$ cat src/rtl/mwsm_pkg.sv
// Shared types and constants for the multiword schoolbook multiplier.
// Holds action codes, the controller command and datapath status structs.
// No dependencies.
package mwsm_pkg;

	localparam int WORD_BITS     = 32;
	localparam int IDX_BITS      = 6;
	localparam int DEF_MAX_WORDS = 16;

	localparam logic [1:0] ACT_LOAD_A   = 2'd0;
	localparam logic [1:0] ACT_LOAD_B   = 2'd1;
	localparam logic [1:0] ACT_MULTIPLY = 2'd2;

	typedef struct packed {
		logic load_a;
		logic load_b;
		logic clr_cnt;
		logic zero_out;
		logic start_mul;
		logic rd;
		logic mul;
		logic acc;
		logic row_end;
		logic emit;
	} cmd_t;

	typedef struct packed {
		logic a_empty;
		logic b_empty;
		logic j_last;
		logic i_last;
		logic k_last;
	} sts_t;

endpackage

$ cat src/rtl/mwsm_ctrl.sv
// Controller state machine of the multiword schoolbook multiplier.
// Sequences loads, the zero word for an empty operand, the row-by-row multiply-accumulate and product emission.
// Depends on mwsm_pkg.
module mwsm_ctrl (
	input  logic              clk,
	input  logic              arst_n,
	input  logic              start,
	input  logic [1:0]        action,
	input  mwsm_pkg::sts_t    sts,
	output mwsm_pkg::cmd_t    cmd,
	output logic              busy
);
	import mwsm_pkg::*;

	typedef enum logic [5:0] {
		ST_IDLE   = 6'b000001,
		ST_RD     = 6'b000010,
		ST_MUL    = 6'b000100,
		ST_ACC    = 6'b001000,
		ST_ROWEND = 6'b010000,
		ST_EMIT   = 6'b100000
	} state_t;

	state_t state_q;
	state_t state_d;

	always_ff @(posedge clk or negedge arst_n) begin
		if (!arst_n) begin
			state_q <= ST_IDLE;
		end else begin
			state_q <= state_d;
		end
	end

	assign busy = (state_q != ST_IDLE);

	always_comb begin
		cmd     = '0;
		state_d = state_q;
		unique case (state_q)
			ST_IDLE: begin
				if (start) begin
					unique case (action)
						ACT_LOAD_A: cmd.load_a = 1'b1;
						ACT_LOAD_B: cmd.load_b = 1'b1;
						ACT_MULTIPLY: begin
							if (sts.a_empty || sts.b_empty) begin
								cmd.zero_out = 1'b1;
								cmd.clr_cnt  = 1'b1;
							end else begin
								cmd.start_mul = 1'b1;
								state_d       = ST_RD;
							end
						end
						default: ;
					endcase
				end
			end
			ST_RD: begin
				cmd.rd  = 1'b1;
				state_d = ST_MUL;
			end
			ST_MUL: begin
				cmd.mul = 1'b1;
				state_d = ST_ACC;
			end
			ST_ACC: begin
				cmd.acc = 1'b1;
				state_d = sts.j_last ? ST_ROWEND : ST_RD;
			end
			ST_ROWEND: begin
				cmd.row_end = 1'b1;
				state_d     = sts.i_last ? ST_EMIT : ST_RD;
			end
			ST_EMIT: begin
				cmd.emit = 1'b1;
				if (sts.k_last) begin
					cmd.clr_cnt = 1'b1;
					state_d     = ST_IDLE;
				end
			end
			default: state_d = ST_IDLE;
		endcase
	end

endmodule

$ cat config.mk
export PLATFORM = sky130hd
export DESIGN_NAME = mwsm_ctrl
export DESIGN_NICKNAME = d
export VERILOG_FILES = /design/src/rtl/mwsm_pkg.sv /design/src/rtl/mwsm_ctrl.sv
export SDC_FILE = /design/constraint.sdc
export NUM_CORES = 1
export LEC_CHECK = 0
export BUFFER_PORTS_ARGS = -buffer_cell sky130_fd_sc_hd__buf_2
export CAP_MARGIN = 20
export CORE_AREA = 8 8 45 47
export DETAILED_ROUTE_END_ITERATION = 6
export DIE_AREA = 0 0 53 55
export PLACE_DENSITY = 0.74
export SKIP_LAST_GASP = 1
export SLEW_MARGIN = 20
export SYNTH_ARGS = -nofsm -noshare
export SYNTH_HDL_FRONTEND = slang
export SYNTH_SLANG_ARGS = --single-unit
$ cat constraint.sdc
create_clock -name clk -period 1.24 [get_ports clk]
set_input_delay 0.124 -clock clk [delete_from_list [all_inputs] [get_ports clk]]
set_output_delay 0.124 -clock clk [all_outputs]
set_load 0.01 [all_outputs]
# After elaboration in Yosys (flattened, before gate mapping)
# Index checks and enable logic that the tools add are counted.
[op_classes] muxes=22 magnitude_cmp=0 n_bitwise=0 add_sub_neg=0 n_div=0 n_mul=0 eq_ne=13 n_shift=0 n_reduce_logical=3
[op_table] operator="6-bit case mux with 6 select lines" count=1
[op_table] operator="6-bit 2-to-1 mux" count=5
[op_table] operator="5-bit 2-to-1 mux" count=2
[op_table] operator="1-bit 2-to-1 mux" count=9
[op_table] operator="6-bit by 1-bit equality test with 1-bit output (second input constant)" count=1
[op_table] operator="6-bit by 2-bit equality test with 1-bit output (second input constant)" count=1
[op_table] operator="6-bit by 3-bit equality test with 1-bit output (second input constant)" count=1
[op_table] operator="6-bit by 4-bit equality test with 1-bit output (second input constant)" count=1
[op_table] operator="6-bit by 5-bit equality test with 1-bit output (second input constant)" count=1
[op_table] operator="6-bit equality test (second input constant)" count=1
[op_table] operator="2-bit 2-to-1 mux" count=3
[op_table] operator="2-bit != test (second input constant)" count=3
[op_table] operator="6-bit by 1-bit != test with 1-bit output (second input constant)" count=1
[op_table] operator="4-bit AND reduction" count=1
[op_table] operator="3-bit 2-to-1 mux" count=1
[op_table] operator="2-bit by 1-bit equality test with 1-bit output (second input constant)" count=1
[op_table] operator="2-bit equality test (second input constant)" count=1
[op_table] operator="2-bit logical NOT" count=1
[op_table] operator="2-bit by 1-bit != test with 1-bit output (second input constant)" count=1
[op_table] operator="1-bit case mux with 2 select lines" count=1
[op_table] operator="1-bit logical OR" count=1
[totals] romBits=0 memories=0 regBits=6 ram_bits=0 wordCells=39 output_inout_bits=11 inputBits=10 latch_bits=0

# Depth between registers and ports, before layout
# Gate-level depths: netlist of the first run.
[logic_depth] word_depth=5 mapped_depth=5 ltp_nobuf=4

# Least setup slack after synthesis of the first run
# No wires, ideal clock.
[synth_path] path_kind="flip-flop to output port" start="reg state_q[3]" end="out cmd[8] (netlist name)" required_ns=1.116 setup_slack_ns=-0.190 path_stages_with_launch=6 arrival_time_ns=1.306 n_path_buf=1 path_cell_list="dfrtp_1 -> buf_6 -> nor4_2 -> and2_2 -> inv_2 -> nor3_1"
[synth_rtl] element="from (decl)" line_no="mwsm_ctrl.sv:24" text="state_t state_q;"
[synth_rtl] element="from (signal assigned)" line_no="mwsm_ctrl.sv:31" text="state_q <= state_d;"
[synth_rtl] element="to (decl)" line_no="mwsm_ctrl.sv:10" text="output mwsm_pkg::cmd_t cmd,"

==> results of run 1 <==
routing by layer:
| metal | global-route usage | wire length [um] | vias up |
|---|---|---|---|
| met1 | 0.09385 | 471 | 210 |
| met3 | 0.02406 | 135 | 3 |
| li1 | - | - | 240 |
| met5 | 0 | 0 | - |
| met4 | 0.06466 | 28 | 0 |
| met2 | 0.1621 | 570 | 21 |
final timing paths:
check | depth (start not counted) | start | slack (ps) | endpoint
max in group asynchronous | 2 | arst_n | 790 | state_q[0]$_DFFE_PN1P_
worst min-delay path | 2 | sts[2] | 100 | state_q[4]$_DFFE_PN0P_
worst min register to register | 3 | state_q[5]$_DFFE_PN0P_ | 730 | state_q[2]$_DFFE_PN0P_
min in group asynchronous | 2 | arst_n | 220 | state_q[2]$_DFFE_PN0P_
worst max register to register | 6 | state_q[2]$_DFFE_PN0P_ | -240 | state_q[1]$_DFFE_PN0P_
worst max-delay path | 5 | state_q[2]$_DFFE_PN0P_ | -420 | cmd[5]
cells in the mapped netlist:
library cell,number
nand3_1,1
and4bb_2,2
a21o_1,1
and2b_2,1
and3_1,1
dfstp_2,1
xor2_1,1
nor3_2,1
and2_1,3
nor2b_1,4
a221oi_2,1
o21ai_1,1
nor3_1,3
and3_2,1
o211ai_1,1
and4bb_1,1
nor2_1,6
and2_2,1
dfrtp_1,5
inv_2,1
o21ai_0,2
o31a_1,1
buf_6,1
nand2_1,3
nand3_2,1
and2b_1,1
nor4_2,1
critical path: stages (launching register included):
cell and delay (ps):
dfrtp_2 420, nor4_4 280, and2_4 220, nand3_4 110, nor3_4 120, buf_2 150
cell type report:
class | count | area, um^2 | share of cell area
multi-input cells | 39 | 355.3 | 0.4424
flip-flops and latches | 6 | 155.1 | 0.1931
well taps | 16 | 20.02 | 0.02492
repair buffers | 33 | 242.7 | 0.3022
inverters | 1 | 3.754 | 0.004673
clock buffers | 4 | 26.28 | 0.03271
logic make-up after synthesis:
| kind of cell | count (synthesis) | share of synthesized area |
|---|---|---|
| compound gates | 7 | 0.1239 |
| xor+xnor | 1 | 0.02018 |
| buf+inv | 2 | 0.03457 |
| flops | 6 | 0.3487 |
| simple gates | 31 | 0.4726 |
where the power goes:
group	total [mW]	internal, mW	switching [mW]
logic	0.563	0.312	0.251
clock network	0.193	0.122	0.0716
registers	0.271	0.237	0.0336
metrics by stage:
stage            util  std cells
2_1_floorplan       -         47
3_3_place_gp   0.4756         90
3_5_place_dp   0.4756         90
4_1_cts        0.5470         98
5_1_grt        0.5805         99
6_report       0.5805         99
what timing repair did:
item / CTS / global route
endpoints found under the setup margin: 14 / 15
hold endpoints to repair: 6 / 0
setup buffers: 4 / 1
resized for setup: 10 / 10
pin swaps: 9 / 7
hold buffers: 1 / 0
gates cloned: 0 / 0
==> impl_results.md, run 1 <==
* IO Port Bufs at 20
* Max Cap Viol at 0
* Share of the synthesized area in the top cell type at 0.2882
* Total CTS buffers at 3
* Vias in the first global route at 502
* Regs by FF count: state_q x6
* Area Overhead vs Synth at 85.01%
* Antenna cells at 0
* Top reg by flops: state_q
* Clock Pin Slew Worst Setup and Hold Paths at ~50 ps
* Critical path peak fanout at 4
* Drt initial violations at 3
* WHS at just over 100 ps
* Post-synth design cell area at around 430 um^2
* Sequential-to-total area share from yosys stat at 0.3487
* CP Launch Type: flop
* Ports at 21
* Post-Syn Nets at 57
* Root Buffer: clkbuf_4
* Power Dens Cells at 1279 nW/um^2
* Largest net degree at the start of global routing at 7
* Clock skew at ~11 ps
* Total gr overflow at 0
* Worst-margin pin slew at between 200 and 250 ps
* Most frequent cells in the layout: buf_2 (15), buf_4 (9), buf_6 (8)
* Final Hold Viols at 0
* Routed wire per std cell at 12.18 um
* CTS tree: built
* Placed Area at 658.1 um^2
* Setup violations, final at 15
* Final WS setup at -424.0 ps
* Clock Tree Buf Depth at 2
* Max FFs per register at 6
* Worst setup EP type: output port
* Min Tclk post-route at roughly 1700 ps
* Total GRT Usage at 0.09221
* Clock sink total at 6
* Pre-CTS setup slack at -176.1 ps
* Die Wd at 53 um
* HP Class: primary input to flop
* #FFs+latches synth at 6
* Yosys warning count at 0
* Initial antenna violation count at 0
* Row count at 14
* Fillers at approximately 120
* Ranking of synthesized cells by area: dfrtp_1 (29%), dfstp_2 (6.1%), and4bb_2 (5.8%)
* Placer Congestion at 0.7486
* Failing checks: negative setup slack
* Tot Pwr at around 1.0 mW
* Post-Route WL at 1.206 mm
* Share of cells above drive strength 1 at 0.7349
* WP data required at 1120 ps
* Starting Density at 0.3137
* H-tree levels at 1
* Most common cell after layout, fill and taps aside: buf_2
* RSZ-0062 raised after global routing: yes
* Max_slew headroom at 0.8376
* Synthesized area per cell at slightly above 9 um^2
* Area leader, netlist: dfrtp_1
* Pins Over Slew Limit at 0
* Vias per inst at 4.788
* Leak at between 0.3 and 0.4 nW
* Cell variety after synth at 27
* Status: complete, but fails checks
* Final worst-path cycle share at 1.342
* Core area at 1384 um^2
* Max Freq at 601.0 MHz
* Die height at 55 um
* TNS Setup at -3906 ps
* Crit path DAT at 1540 ps
* Global-route wire length before repair at 2.001 mm
* Die area at between 2000 and 3000 um^2
* Gate Count Post-Synth at 47
* Post-detailed-route count of antenna-violating nets at 0
* DRC viols at 0
* Finished layout cell area at 803.3 um^2
* CP Class: flop to output port
* Worst-skew pair later-pin latency at about 250 ps
* DP HPWL at roughly 1000 um
* Vias at 474
* Max VDD drop at 0.6418 mV
* Net count, final at 94
* Initial DRT Pass Iterations at 2
Power figures use the tool's default switching activity.
==> run 2, diff against run 1 <==
==> constraint.sdc (replaced) <==
create_clock -name clk -period 1.24 [get_ports clk]
set_input_delay 0.372 -clock clk [delete_from_list [all_inputs] [get_ports clk]]
set_output_delay 0.372 -clock clk [all_outputs]
set_load 0.01 [all_outputs]
==> run 2 against run 1 <==
Against the previous run:
- the run still ends with negative setup slack left
- clock power up 3%
- global-route usage grew 2.6 points
- non-clock buffer count increased by 7
- cell area rose by 9.0%
- clock skew fell by 2.7 ps
- critical endpoint unchanged
- largest power group unchanged
- combinational power rose by 12%
- first-iteration DRC count is 100% lower
==> impl_results.md, run 2 (same netlist as run 1, synthesis figures left out) <==
* Clock Tree Buf Depth at 2 (unchanged)
* CP Launch Type: flop
* Die Wd at 53 um (unchanged)
* WHS at 345.3 ps (+244.6 ps)
* Die height at 55 um (unchanged)
* Sequential share of power at 0.244 (-0.020)
* Combinational share of power at 0.575 (+0.027)
* Post-Route WL at 1.438 mm (+19%)
* Vias at 524 (+11%)
* RSZ-0062 raised after global routing: yes
* Drt initial violations at 0 (-3)
* Total GRT Usage at 0.1181 (+0.02586)
* Ports at 21 (unchanged)
* Max Freq at 523.7 MHz (-13%)
* Critical path peak fanout at 3 (-1)
* Starting Density at 0.3137 (unchanged)
* Worst-skew pair later-pin latency at 250 ps (about the same)
* Int Pwr at 0.7146 mW (+6.4%)
* IO Port Bufs at 20 (unchanged)
* Max FFs per register at 6 (unchanged)
* Min Tclk post-route at 1910 ps (+245.6 ps)
* Inst Count DP at 95 (+5.6%)
* Tot Pwr at 1.097 mW (+6.8%)
* Global-route wire length before repair at 2.449 mm (+22%)
* Vias per inst at 4.943 (+3.2%)
* Switching Share at 0.3487 (+0.002452)
* CP max-delay cell: dfrtp_1
* Largest net degree at the start of global routing at 7 (unchanged)
* H-tree levels at 1 (unchanged)
* Status: complete, but fails checks
* Leak at 0.4365 nW (+11%)
* Power share of the clock group at 0.181 (-0.007)
* Max_slew headroom at 0.8476 (+0.009990)
* Crit path largest cell delay at 400 ps (-20 ps)
* Post-detailed-route count of antenna-violating nets at 0 (unchanged)
* Power Dens Cells at 1253 nW/um^2 (-2.0%)
* Routed wire per std cell at 13.57 um (+11%)
* Net count, final at 101 (+7.4%)
* Placed Area at 686.9 um^2 (+4.4%)
* Fillers at 130 (+5.7%)
* Worst-margin pin slew at 226.9 ps (-16.69 ps)
* WP buf/inv at 1 (unchanged)
* TNS Setup at -6665 ps (-2759 ps)
* Pins Over Slew Limit at 0 (unchanged)
* Final worst-path cycle share at 1.540 (+0.1980)
* Clock sink total at 6 (unchanged)
* Total CTS buffers at 3 (unchanged)
* Most frequent cells in the layout: buf_4 (15), buf_2 (14), buf_6 (10), nor2_2 (4), dfrtp_1 (4)
* R2R Setup Slk at -300 ps (-60 ps)
* Finished layout cell area at 875.8 um^2 (+9.0%)
* Placer Congestion at 0.7740 (+3.4%)
* Max VDD drop at 0.7409 mV (+15%)
* Crit-path leading delay family: simple AND/OR/NAND/NOR gates
* CP Class: flop to output port
* DRC viols at 0 (unchanged)
* Most common cell after layout, fill and taps aside: buf_4
* Initial antenna violation count at 0 (unchanged)
* Total gr overflow at 0 (unchanged)
* Antenna cells at 0 (unchanged)
* Sequential Area at 152.6 um^2 (-1.6%)
* Area Overhead vs Synth at 101.7%
* Final WS setup at -669.5 ps (-245.6 ps)
* Core area at 1384 um^2 (unchanged)
* Initial DRT Pass Iterations at 1 (-1)
* Vias in the first global route at 591 (+18%)
* DP HPWL at 1.087 mm (+8.9%)
* CP cell instances: nor4_4 -> and2_4 -> nand3_4 -> nor3_4 -> buf_2
* Finished Layout Cells at 106 (+7.1%)
* Failing checks: negative setup slack
* Top reg by flops: state_q
* Clock skew at 7.968 ps (-2.750 ps)
* Share of cells above drive strength 1 at 0.7556 (+0.02062)
* Final Hold Viols at 0 (unchanged)
* Sw power at 0.3826 mW (+7.6%)
* Clock Pin Slew Worst Setup and Hold Paths at 50 ps (about the same)
* Crit path DAT at 1540 ps (about the same)
* Die area at 2915 um^2 (unchanged)
* Root Buffer: clkbuf_4
* HP Class: primary input to flop
* Max Cap Viol at 0 (unchanged)
* Setup violations, final at 15 (unchanged)
* Area of the multi-input gates at 367.9 um^2 (+3.5%)
* Worst setup EP type: output port
* WP data required at 870 ps (-250 ps)
* Regs by FF count: state_q x6
* CTS tree: built
* Row count at 14 (unchanged)
-- run 2: cell count changes in the layout (fill, tap and decap cells not counted), moves of 2 or more --
cell,before,now
nor2b_2,3,1
dfrtp_2,3,1
buf_4,9,15
nor2_2,2,4
buf_6,8,10
dfrtp_1,2,4
-- run 2: final cells by class --
type,count,area share
Inverter,1,0.004286
Timing Repair Buffer,40,0.3486
Multi-Input combinational cell,39,0.4200
Tap cell,16,0.02286
Clock buffer,4,0.03000
Sequential cell,6,0.1743
-- run 2: path summary, 6_finish.rpt --
check                           cells past startpoint                   start                      to
worst max-delay path                                5  state_q[2]$_DFFE_PN0P_                  cmd[5]
worst min-delay path                                2                  sts[1]  state_q[5]$_DFFE_PN0P_
worst max register to register                      6  state_q[0]$_DFFE_PN1P_  state_q[1]$_DFFE_PN0P_
worst min register to register                      3  state_q[4]$_DFFE_PN0P_  state_q[2]$_DFFE_PN0P_
max in group asynchronous                           2                  arst_n  state_q[0]$_DFFE_PN1P_
min in group asynchronous                           2                  arst_n  state_q[5]$_DFFE_PN0P_
-- run 2: timing repair --
item	in CTS	in global routing
setup endpoints to repair	15	15
hold buffers	1	0
setup buffers	5	2
resized for setup	16	10
pin swaps	8	8
endpoints found under the hold margin	5	0
-- run 2: through the flow --
step / util / setup slack, ps
floorplan: - / -322.1
global placement: 0.4964 / -392.3
detailed placement: 0.4964 / -444.7
CTS: 0.6031 / -688.9
global route: 0.6329 / -759.1
finish: 0.6329 / -669.5
-- run 2: power by group through the flow --
stage                     Sequential, mW  Combinational (mW)  Clock [mW]
after global routing               0.271               0.685       0.223
final                              0.268               0.631       0.199
after floorplan                    0.264               0.269           0
after CTS                          0.265               0.618       0.208
after detailed placement           0.260               0.482           0
after global placement             0.258               0.468           0
-- run 2: worst reg2reg max path, delay by kind of cell, from the launching register on --
| family | cells | cell delay (ps) |
|---|---|---|
| and+or+nand+nor | 3 | 400 |
| AOI/OAI and AO/OA | 1 | 260 |
| buffers and inverters | 2 | 250 |
| DFF | 1 | 530 |
-- run 2: routing by layer --
layer	global-route usage	wire [um]
met4	0.1121	42
met3	0.03209	175
met2	0.2168	768
met1	0.1017	453
met5	0	0
==> run 3, diff against run 2 <==
--- a/config.mk
+++ b/config.mk
@@ -7,10 +7,11 @@
 export LEC_CHECK = 0
 export BUFFER_PORTS_ARGS = -buffer_cell sky130_fd_sc_hd__buf_2
 export CAP_MARGIN = 20
-export CORE_AREA = 8 8 45 47
+export CORE_AREA = 10 10 47 49
 export DETAILED_ROUTE_END_ITERATION = 6
-export DIE_AREA = 0 0 53 55
+export DIE_AREA = 0 0 57 59
 export PLACE_DENSITY = 0.74
+export RECOVER_POWER = 50
 export SKIP_LAST_GASP = 1
 export SLEW_MARGIN = 20
 export SYNTH_ARGS = -nofsm -noshare
==> run 3 against run 2 <==
Against the previous run:
- the flow still finishes with violations (negative setup slack)
- flip-flop and latch count did not move
- combinational power shrank 9.0%
- clock power decreased by 4%
- die area grew 15%
- sequential power about the same
- utilization decreased by 4.6 points
- final cell count fell by 4.7%
- first-iteration DRC count did not move
- non-clock buffer count down 5
==> impl_results.md, run 3 (same netlist as run 1, synthesis figures left out) <==
* Status: complete, but fails checks
* Failing checks: negative setup slack
* CTS tree: built
* Hold Path Origin: sts[2]
* Crit path DAT at 1540 ps (about the same)
* Initial DRT Pass Iterations at 1 (unchanged)
* Most frequent cells in the layout: buf_2 (13), buf_4 (12), buf_6 (8)
* Reg2reg end: state_q[1]$_DFFE_PN0P_
* DP HPWL at 1.104 mm (+1.5%)
* Die height at 59 um (+7.3%)
* Worst-skew pair later-pin latency at 250 ps (about the same)
* Worst-margin pin slew at 312.2 ps (+85.30 ps)
* Top Layer Used: met4
* Max VDD drop at 0.8908 mV (+20%)
* Final worst-path cycle share at 1.541 (about the same)
* Max Freq at 523.3 MHz (about the same)
* Final WS setup at -670.9 ps (-1.403 ps)
* Clock skew at 9.749 ps (+1.780 ps)
* Max_slew headroom at 0.7918 (-0.05573)
* Most common cell after layout, fill and taps aside: buf_2
* Max FFs per register at 6 (unchanged)
* Starting Density at 0.3098 (-0.003922)
* Vias per inst at 4.782 (-3.3%)
* Ports at 21 (unchanged)
* Antenna cells at 0 (unchanged)
* WL met1 at 454 um (+0.22%)
* Vias in the first global route at 525 (-11%)
* Switching Share at 0.3448 (-0.003936)
* H-tree levels at 1 (unchanged)
* Die area at 3363 um^2 (+15%)
* Largest net degree at the start of global routing at 7 (unchanged)
* Combinational share of power at 0.556 (-0.019)
* Area Overhead vs Synth at 89.34%
* CP Launch Type: flop
* Routed wire per std cell at 12.69 um (-6.4%)
* Power share of the clock group at 0.187 (+0.006)
* R2R Setup Slk at -290 ps (about the same)
* Final Hold Viols at 0 (unchanged)
* Worst r2r path cells at 6 (unchanged)
* Vias at 483 (-7.8%)
* Min Tclk post-route at 1911 ps (+1.403 ps)
* Total GRT Usage at 0.08134 (-0.03673)
* Core Util, Final at 0.5866 (-0.04630)
* Clock Tree Buf Depth at 2 (unchanged)
* WHS Endpoint: state_q[4]$_DFFE_PN0P_
* Drt initial violations at 0 (unchanged)
* Sequential Area at 153.9 um^2 (+0.82%)
* Max Cap Viol at 0 (unchanged)
* Core area at 1401 um^2 (+1.3%)
* CP Class: flop to output port
* Crit path largest cell delay at 400 ps (about the same)
* IO Port Bufs at 20 (unchanged)
* Clock Pin Slew Worst Setup and Hold Paths at 50 ps (about the same)
* DRC viols at 0 (unchanged)
* Post-detailed-route count of antenna-violating nets at 0 (unchanged)
* Sw power at 0.3556 mW (-7.1%)
* Met3 routed WL at 110 um (-37%)
* Worst setup EP type: output port
* Worst Hold Depth at 2 (unchanged)
* Critical path peak fanout at 4 (+1)
* Setup violations, final at 15 (unchanged)
* Global-route wire length before repair at 2.194 mm (-10%)
* Leak at 0.4023 nW (-7.8%)
* Fillers at 128 (-1.5%)
* Routed wl met2 at 709 um (-7.7%)
* Regs by FF count: state_q x6
* Power Dens Cells at 1255 nW/um^2 (+0.14%)
* Pins Over Slew Limit at 0 (unchanged)
* RSZ-0062 raised after global routing: yes
* Placer Congestion at 0.7266 (-6.1%)
* Initial antenna violation count at 0 (unchanged)
* WP data required at 870 ps (about the same)
* Total CTS buffers at 3 (unchanged)
* Net count, final at 96 (-5.0%)
* Total gr overflow at 0 (unchanged)
* CP cell instances: nor4_4 -> and2_4 -> nand3_4 -> nor3_4 -> buf_2
* Int Pwr at 0.6757 mW (-5.4%)
* Area of the multi-input gates at 359.1 um^2 (-2.4%)
* Share of cells above drive strength 1 at 0.7059 (-0.04967)
* Sequential share of power at 0.257 (+0.013)
* R2R Path Start: state_q[2]$_DFFE_PN0P_
* Post-Route WL at 1.282 mm (-11%)
* Row count at 14 (unchanged)
* Die Wd at 57 um (+7.5%)
* HP Class: primary input to flop
* Inst Count DP at 94 (-1.1%)
* Root Buffer: clkbuf_4
* Finished Layout Cells at 101 (-4.7%)
* CP max-delay cell: dfrtp_1
* Top reg by flops: state_q
* Clock sink total at 6 (unchanged)
[run 3: changes by cell type in the layout (fill, tap and decap cells not counted)]
cell / before / now
nor2_1: 2 / 3
and2_4: 3 / 2
clkbuf_1: 1 / 2
dfrtp_2: 1 / 2
buf_2: 14 / 13
o21ai_0: 0 / 1
and2_1: 1 / 2
nor2_2: 4 / 3
o21ai_2: 1 / 0
buf_4: 15 / 12
buf_6: 10 / 8
dfrtp_1: 4 / 3
[run 3: worst max-delay path by stage]
stage | startpoint | to | slack (ps) | cells past startpoint
CTS | state_q[2]$_DFFE_PN0P_ | cmd[5] | -700 | 5
finish | state_q[2]$_DFFE_PN0P_ | cmd[5] | -670 | 5
global placement | state_q[4]$_DFFE_PN0P_ | cmd[7] | -400 | 5
detailed placement | state_q[5]$_DFFE_PN0P_ | cmd[7] | -470 | 5
floorplan | state_q[5]$_DFFE_PN0P_ | cmd[7] | -320 | 4
global route | state_q[2]$_DFFE_PN0P_ | cmd[5] | -740 | 5
[run 3: final cells by class]
| class | count | share of cell area |
|---|---|---|
| Clock buffer | 4 | 0.03196 |
| Inverter | 1 | 0.004566 |
| Multi-Input combinational cell | 39 | 0.4368 |
| Sequential cell | 6 | 0.1872 |
| Tap cell | 16 | 0.02435 |
| Timing Repair Buffer | 35 | 0.3151 |
[run 3: worst max-delay path, delay by kind of cell, from the launching register on]
| kind | cells | cell delay (ps) |
|---|---|---|
| simple gates | 4 | 750 |
| buf+inv | 1 | 150 |
| flops | 1 | 400 |
[run 3: metrics by stage]
| stage | setup TNS (ps) | setup WS, ps | power (mW) | instance area [um^2] | hold slack [ps] |
|---|---|---|---|---|---|
| final | -6461 | -670.9 | 1.031 | 822.0 | 346.9 |
| after global routing | -7234 | -743.7 | 1.110 | 822.0 | 351.2 |
| after CTS | -6769 | -704.8 | 1.032 | 792.0 | 333.2 |
| after detailed placement | -4500 | -468.6 | 0.7287 | 679.4 | 198.9 |
| after global placement | -3818 | -397.8 | 0.7150 | 679.4 | 199.5 |
| after floorplan | -1795 | -322.1 | 0.5324 | 480.5 | 76.41 |
[run 3: per-layer routing]
metal	up-vias	track usage
li1	243	-
met1	223	0.06771
met2	15	0.1535
met3	2	0.03004
met4	0	0.06040
met5	-	0
[run 3: power by group through the flow]
stage          logic [mW]  registers [mW]  clock network, mW
2_1_floorplan       0.269           0.264                  0
3_3_place_gp        0.457           0.258                  0
3_5_place_dp        0.469           0.260                  0
4_1_cts             0.564           0.263              0.205
5_1_grt             0.628           0.268              0.214
6_report            0.574           0.265              0.192
[run 3: what timing repair did]
action / in CTS / in global routing
pin swaps: 8 / 4
gates resized for setup: 14 / 7
endpoints found under the hold margin: 5 / 0
setup buffers: 2 / 0
hold buffers: 1 / 0
endpoints found under the setup margin: 15 / 15
